--- config.mk ---
export PLATFORM = sky130hd
export DESIGN_NAME = sorted_priority_queue
export DESIGN_NICKNAME = d
export VERILOG_FILES = /design/src/spq_pkg.sv /design/src/spq_datapath.sv /design/src/spq_ctrl.sv /design/src/sorted_priority_queue.sv
export SDC_FILE = /design/constraint.sdc
export NUM_CORES = 1
export LEC_CHECK = 0
export ABC_AREA = 0
export BUFFER_PORTS_ARGS = -buffer_cell sky130_fd_sc_hd__buf_2
export CORE_UTILIZATION = 35
export CTS_CLUSTER_DIAMETER = 40
export CTS_CLUSTER_SIZE = 25
export DETAILED_ROUTE_END_ITERATION = 12
export GPL_TIMING_DRIVEN = 0
export PLACE_DENSITY = 0.6
export SETUP_SLACK_MARGIN = 0.5
export SKIP_CTS_REPAIR_TIMING = 1
export SLEW_MARGIN = 20
export SYNTH_ARGS = -nofsm -noshare
export SYNTH_HDL_FRONTEND = slang
export SYNTH_SLANG_ARGS = --single-unit
--- constraint.sdc ---
create_clock -name clk -period 7.1 [get_ports clk]
set_input_delay 1.42 -clock clk [delete_from_list [all_inputs] [get_ports clk]]
set_output_delay 1.42 -clock clk [all_outputs]
set_load 0.01 [all_outputs]
--- src/spq_pkg.sv ---
// Shared types and constants for the sorted priority queue.
// No dependencies; imported by every module of the block.
package spq_pkg;

    localparam int CAPACITY_DEF = 8;
    localparam int VALUE_W      = 32;
    localparam int PRI_W        = 16;
    localparam int MODE_W       = 2;
    localparam int STATUS_W     = 2;
    localparam int OCC_W        = 4;

    localparam logic [MODE_W-1:0] MODE_ENQ = 2'd0;
    localparam logic [MODE_W-1:0] MODE_DEQ = 2'd1;

    localparam logic [STATUS_W-1:0] ST_OK       = 2'd0;
    localparam logic [STATUS_W-1:0] ST_OVERFLOW = 2'd1;
    localparam logic [STATUS_W-1:0] ST_EMPTY    = 2'd2;

    typedef enum logic
    {
        CTL_IDLE,
        CTL_BUSY
    } ctl_state_t;

    // controller to datapath
    typedef struct packed
    {
        logic load;   // capture request fields
        logic exec;   // apply held request, load result register
    } dp_cmd_t;

endpackage

--- src/spq_datapath.sv ---
// Datapath: request holding registers, the row of sorted compare-and-shift
// slots, the entry count and the result register. Depends on spq_pkg.
module spq_datapath #(
    parameter int CAPACITY = spq_pkg::CAPACITY_DEF
) (
    input  logic                                clk,
    input  logic                                rst_n,
    input  spq_pkg::dp_cmd_t                    cmd,
    input  logic [spq_pkg::MODE_W-1:0]          mode,
    input  logic signed [spq_pkg::VALUE_W-1:0]  value,
    input  logic signed [spq_pkg::PRI_W-1:0]    priority_req,
    output logic [spq_pkg::STATUS_W-1:0]        status,
    output logic signed [spq_pkg::VALUE_W-1:0]  head_value,
    output logic signed [spq_pkg::PRI_W-1:0]    head_priority,
    output logic [spq_pkg::OCC_W-1:0]           occupancy,
    output logic                                is_empty,
    output logic                                is_full
);
    import spq_pkg::*;

    localparam int CNT_W = $clog2(CAPACITY + 1);

    logic [MODE_W-1:0]         mode_reg;
    logic signed [VALUE_W-1:0] value_reg;
    logic signed [PRI_W-1:0]   pri_reg;

    logic signed [VALUE_W-1:0] val_reg  [CAPACITY];
    logic signed [PRI_W-1:0]   prio_reg [CAPACITY];
    logic signed [VALUE_W-1:0] val_next [CAPACITY];
    logic signed [PRI_W-1:0]   prio_next[CAPACITY];
    logic [CNT_W-1:0]          count_reg;
    logic [CNT_W-1:0]          count_next;

    logic [STATUS_W-1:0]       status_reg, status_next;
    logic signed [VALUE_W-1:0] head_value_reg, head_value_next;
    logic signed [PRI_W-1:0]   head_pri_reg, head_pri_next;
    logic [OCC_W-1:0]          occ_reg;
    logic                      empty_reg, full_reg;

    logic q_full, q_empty, do_enq, do_deq;
    logic [CAPACITY-1:0] keep;

    assign q_full  = (count_reg == CNT_W'(CAPACITY));
    assign q_empty = (count_reg == '0);
    assign do_enq  = (mode_reg == MODE_ENQ) && !q_full;
    assign do_deq  = (mode_reg == MODE_DEQ) && !q_empty;

    // Each slot decides on its own: keep, take the new entry, or shift.
    // Valid entries with priority <= new one form a prefix of the array.
    for (genvar g = 0; g < CAPACITY; g++) begin : g_slot
        logic signed [VALUE_W-1:0] ins_val, deq_val;
        logic signed [PRI_W-1:0]   ins_pri, deq_pri;

        assign keep[g] = (CNT_W'(g) < count_reg) && (prio_reg[g] <= pri_reg);

        if (g == 0) begin : g_head
            assign ins_val = keep[g] ? val_reg[g]  : value_reg;
            assign ins_pri = keep[g] ? prio_reg[g] : pri_reg;
        end
        else begin : g_body
            assign ins_val = keep[g]   ? val_reg[g]   :
                             keep[g-1] ? value_reg    : val_reg[g-1];
            assign ins_pri = keep[g]   ? prio_reg[g]  :
                             keep[g-1] ? pri_reg      : prio_reg[g-1];
        end

        if (g == CAPACITY - 1) begin : g_tail
            assign deq_val = val_reg[g];
            assign deq_pri = prio_reg[g];
        end
        else begin : g_mid
            assign deq_val = val_reg[g+1];
            assign deq_pri = prio_reg[g+1];
        end

        assign val_next[g]  = do_enq ? ins_val : (do_deq ? deq_val : val_reg[g]);
        assign prio_next[g] = do_enq ? ins_pri : (do_deq ? deq_pri : prio_reg[g]);
    end

    always_comb
    begin
        count_next = count_reg;
        if (do_enq)
        begin
            count_next = count_reg + CNT_W'(1);
        end
        else if (do_deq)
        begin
            count_next = count_reg - CNT_W'(1);
        end

        status_next = ST_OK;
        if (mode_reg == MODE_ENQ)
        begin
            if (q_full)
            begin
                status_next = ST_OVERFLOW;
            end
        end
        else if (q_empty)
        begin
            status_next = ST_EMPTY;
        end

        if (count_next != '0)
        begin
            head_value_next = val_next[0];
            head_pri_next   = prio_next[0];
        end
        else
        begin
            head_value_next = '0;
            head_pri_next   = '0;
        end
    end

    always_ff @(posedge clk)
    begin
        if (cmd.load)
        begin
            mode_reg  <= mode;
            value_reg <= value;
            pri_reg   <= priority_req;
        end
        if (cmd.exec)
        begin
            for (int i = 0; i < CAPACITY; i++)
            begin
                val_reg[i]  <= val_next[i];
                prio_reg[i] <= prio_next[i];
            end
            status_reg     <= status_next;
            head_value_reg <= head_value_next;
            head_pri_reg   <= head_pri_next;
            occ_reg        <= OCC_W'(count_next);
            empty_reg      <= (count_next == '0);
            full_reg       <= (count_next == CNT_W'(CAPACITY));
        end
    end

    always_ff @(posedge clk or negedge rst_n)
    begin
        if (!rst_n)
        begin
            count_reg <= '0;
        end
        else if (cmd.exec)
        begin
            count_reg <= count_next;
        end
    end

    assign status        = status_reg;
    assign head_value    = head_value_reg;
    assign head_priority = head_pri_reg;
    assign occupancy     = occ_reg;
    assign is_empty      = empty_reg;
    assign is_full       = full_reg;

endmodule

--- src/spq_ctrl.sv ---
// Controller: request handshake, execute sequencing and result valid.
// Depends on spq_pkg; drives the datapath through dp_cmd_t.
module spq_ctrl (
    input  logic             clk,
    input  logic             rst_n,
    input  logic             in_valid,
    output logic             in_stall,
    output logic             out_valid,
    input  logic             out_stall,
    output spq_pkg::dp_cmd_t cmd
);
    import spq_pkg::*;

    ctl_state_t state_reg, state_next;
    logic       out_valid_reg, out_valid_next;

    always_ff @(posedge clk or negedge rst_n)
    begin
        if (!rst_n)
        begin
            state_reg     <= CTL_IDLE;
            out_valid_reg <= 1'b0;
        end
        else
        begin
            state_reg     <= state_next;
            out_valid_reg <= out_valid_next;
        end
    end

    always_comb
    begin
        state_next = state_reg;
        cmd        = '0;
        in_stall   = 1'b0;
        case (state_reg)
            CTL_IDLE:
            begin
                cmd.load = in_valid;
                if (in_valid)
                begin
                    state_next = CTL_BUSY;
                end
            end
            CTL_BUSY:
            begin
                in_stall = 1'b1;
                // result register must be free or emptying this cycle
                if (!out_valid_reg || !out_stall)
                begin
                    cmd.exec   = 1'b1;
                    state_next = CTL_IDLE;
                end
            end
            default:
            begin
                state_next = CTL_IDLE;
            end
        endcase
        out_valid_next = cmd.exec || (out_valid_reg && out_stall);
    end

    assign out_valid = out_valid_reg;

endmodule

--- src/sorted_priority_queue.sv ---
// Channel  Handshake            Payload
// in       in_valid / in_stall  mode, value, priority_req
// out      out_valid/ out_stall status, head_value, head_priority, occupancy,
//                               is_empty, is_full
//
// A request is captured in IDLE; in BUSY all slots then compare and shift
// in parallel and load the result register. One request in flight.
// A waiting result does not block capture; execute waits for the result slot.
// Reset clears the entry count and handshake state; entry storage is not reset.
// Top level: sorted priority queue; depends on spq_pkg, spq_ctrl, spq_datapath.
module sorted_priority_queue #(
    parameter int CAPACITY = spq_pkg::CAPACITY_DEF
) (
    input  logic                                clk,
    input  logic                                rst_n,
    input  logic                                in_valid,
    output logic                                in_stall,
    input  logic [spq_pkg::MODE_W-1:0]          mode,
    input  logic signed [spq_pkg::VALUE_W-1:0]  value,
    input  logic signed [spq_pkg::PRI_W-1:0]    priority_req,
    output logic                                out_valid,
    input  logic                                out_stall,
    output logic [spq_pkg::STATUS_W-1:0]        status,
    output logic signed [spq_pkg::VALUE_W-1:0]  head_value,
    output logic signed [spq_pkg::PRI_W-1:0]    head_priority,
    output logic [spq_pkg::OCC_W-1:0]           occupancy,
    output logic                                is_empty,
    output logic                                is_full
);
    import spq_pkg::*;

    dp_cmd_t cmd;

    spq_ctrl u_ctrl (
        .clk       (clk),
        .rst_n     (rst_n),
        .in_valid  (in_valid),
        .in_stall  (in_stall),
        .out_valid (out_valid),
        .out_stall (out_stall),
        .cmd       (cmd)
    );

    spq_datapath #(
        .CAPACITY (CAPACITY)
    ) u_datapath (
        .clk           (clk),
        .rst_n         (rst_n),
        .cmd           (cmd),
        .mode          (mode),
        .value         (value),
        .priority_req  (priority_req),
        .status        (status),
        .head_value    (head_value),
        .head_priority (head_priority),
        .occupancy     (occupancy),
        .is_empty      (is_empty),
        .is_full       (is_full)
    );

endmodule

==> metrics.cfg <==
[status]
status=finished clean

[synthesis]
synth_top_family_by_area=compound AO/OA/AOI/OAI gates
synthTopCellsByArea=edfxtp_1, ha_1, mux2i_1
synth-edff-count=490
ys_async_sr_fraction_pct=1.21
synth_warnings=0
yosys.area_share.simple_pct=13.3
synth_fa_ha_area_share_pct=5.79
synthesis.area_mm2=0.0283
synthMuxAreaShare_pct=8.87
synthXorXnorAreaFrac_pct=0.124
synth.avg_cell_area_um2=11.0
synth_largest_area_cell=edfxtp_1
synth_seq_cells=496
ys_seq_area_share_pct=52.5
syn-instance-count=2567
synthFlopType=edfxtp_1
synth_cell_types=59
synth_top_area_share_pct=52.0
synth_fp_nets=2752
synth_compound_area_share_pct=15.4

[sta]
clock.fmax_mhz=203
fin_crit_sh_pct=69.5
drv_slew=0
grt_setup_unrepaired=false
worst_slack_ps=2170
hold_viol=0
worstMarginPinSlew_ps=1200
finClkSkew_ps=36.5
finalSetupViolCount=0
fin_setup_tns_ps=0
slew_headroom_pct=19.9
layout_min_cycle_time_ps=4930

[floorplanning]
core_mm2=0.0795
ios=112
start_util_pct=35.6
rows=103
die_area_mm2=0.0820
die_h_um=286
die_w_um=286

[final_layout]
drive_gt1_share_pct=14.5
fin_nets=2971
area_delta_synth_final_pct=19.3
layout_common_cells=edfxtp_1, a21oi_1, nand2_1
fin_util_pct=42.5
n_antenna_cell=0
final_common_cell=edfxtp_1
fillCellCount=7492
largest_reg_flops=256

[route]
routed_wl_um=99000
drt_iter0_markers=2935
ant_nets=0
drt_pass1_iterations=8
avgViaCountPerCell=5.94
num_vias=23200
remaining_drc_errors=0
wl_per_cell_um=25.3

[power_and_ir_drop]
leakage_nw=12.5
power_density_mw_per_mm2=472
ir_worst_vdd_mv=0.243

[setup_path]
crit_path_start=u_datapath.count_reg[1]$_DFFE_PN0P_
cp_data_required_time_ps=7490
r2r_cells=10
cp-endpoint=u_datapath.val_reg[0][35]$_DFFE_PP_
endpoint_kind=register
critPathKind=register to register
worstPathArrival_ps=5320
critPathLaunchType=register
reg2reg_setup_slack_ps=2170
critPathMaxFanout=21
r2r_start=u_datapath.count_reg[1]$_DFFE_PN0P_
r2r_end=u_datapath.val_reg[0][35]$_DFFE_PP_

[clocking]
clk_pin_slew_ps=50
numCtsBuffers=90
cts_tree=done
clock-root-buffer=clkbuf_16
numClockSinks=496
ctsHtreeMaxLevel=3
insertion_delay_ps=660
cts_buffer_depth=3

[job]
drv_cap=0

[place]
gp_congestion=0.967
post-place-ws_ps=2330
dp_hpwl_um=71900
portBuffers=111

[global_routing]
grt_pass1_vias=22500
grt_overflow=0
antenna_found_initial=1
grt_pass1_wl_um=146000
grt_max_degree=60
track_usage_pct=23.8

[hold_path]
hold_path_class=register to register

## synth_stat cells, types with 4 or more instances
cell type / n
edfxtp_1: 490
a21oi_1: 265
nand2_1: 211
nor2_1: 163
mux2i_1: 162
nand4_1: 151
clkbuf_1: 149
ha_1: 131
nand3_1: 101
and3_1: 97
o2111ai_1: 97
o21ai_0: 88
mux2_2: 70
a211oi_1: 67
a221o_1: 46
inv_1: 38
buf_2: 35
buf_1: 33
o211ai_1: 28
a21o_1: 18
nor2b_1: 14
mux2_1: 9
o211ai_2: 9
buf_4: 8
o21a_1: 8
nor3_1: 7
buf_6: 6
dfrtp_1: 6
and4_1: 5
nand2b_1: 5
a31oi_1: 4
nand3b_1: 4
xnor2_1: 4
## where the power goes
part / switching (mW) / internal, mW / leakage [nW] / total, mW
clock network: 1.64 / 2.76 / 1.47 / 4.40
registers: 0.653 / 4.56 / 4.62 / 5.21
logic: 4.15 / 2.18 / 6.46 / 6.32
total: 6.43 / 9.50 / 12.5 / 15.9
## through the flow
stage / instance area (µm²) / power (mW) / hold WS, ps / instances
final: 33800 / 15.9 / 510 / 3914
after CTS: 33800 / 15.9 / 513 / 3914
after global routing: 33800 / 16.7 / 557 / 3914
after global placement: 30200 / 11.3 / 490 / 3728
after detailed placement: 30700 / 11.4 / 495 / 3744
after floorplan: 28300 / 9.03 / 518 / 2567
## worst min path at each step
stage          depth (start not counted)                                start                                  end  slack (ps)
6_report                               2           u_ctrl.out_valid$_DFF_PN0_           u_ctrl.out_valid$_DFF_PN0_         510
5_1_grt                                2  u_datapath.val_reg[3][49]$_DFFE_PP_  u_datapath.val_reg[3][17]$_DFFE_PP_         560
3_5_place_dp                           2           u_ctrl.out_valid$_DFF_PN0_           u_ctrl.out_valid$_DFF_PN0_         490
2_1_floorplan                          2  u_datapath.val_reg[3][63]$_DFFE_PP_  u_datapath.val_reg[3][31]$_DFFE_PP_         520
4_1_cts                                2           u_ctrl.out_valid$_DFF_PN0_           u_ctrl.out_valid$_DFF_PN0_         510
3_3_place_gp                           2           u_ctrl.out_valid$_DFF_PN0_           u_ctrl.out_valid$_DFF_PN0_         490
## logic make-up (layout without fill, tap and decap cells)
family / count (synthesis) / count (layout)
muxes: 241 / 241
xor gates and xnor gates: 4 / 4
adders and majority gates: 131 / 131
AOI/OAI and AO/OA: 655 / 655
DFF: 496 / 496
buffers and inverters: 269 / 566
and+or+nand+nor: 771 / 771
## critical path: stages (launching register included)
cell and delay, ps:
dfrtp_1 520, inv_1 160, ha_1 340, inv_1 220
or3_1 180, and2_0 300, clkbuf_1 630, clkbuf_1 730
clkbuf_1 710, a31oi_4 520, buf_16 330
## layout make-up
type,count,area (µm²),share of cell area [%]
timing repair buffer,127,973,2.88
clock inverter,69,774,2.29
tap,1050,1310,3.89
multi-input combinational,1802,12400,36.7
clock buffer,101,2290,6.79
sequential,496,14900,44.0
buffer,231,990,2.93
inverter,38,148,0.437
## layer usage
metal | global-route usage, % | wire length, µm | vias to the layer above | part of all wire, %
met5 | 0 | 0 | - | 0
met4 | 7.95 | 2960 | 0 | 3.0
met3 | 6.12 | 9650 | 187 | 9.7
met2 | 37.5 | 45300 | 1176 | 46
met1 | 31.8 | 41100 | 11300 | 42
li1 | - | - | 10500 | -
Note: power is estimated with default switching activity, not from simulation.
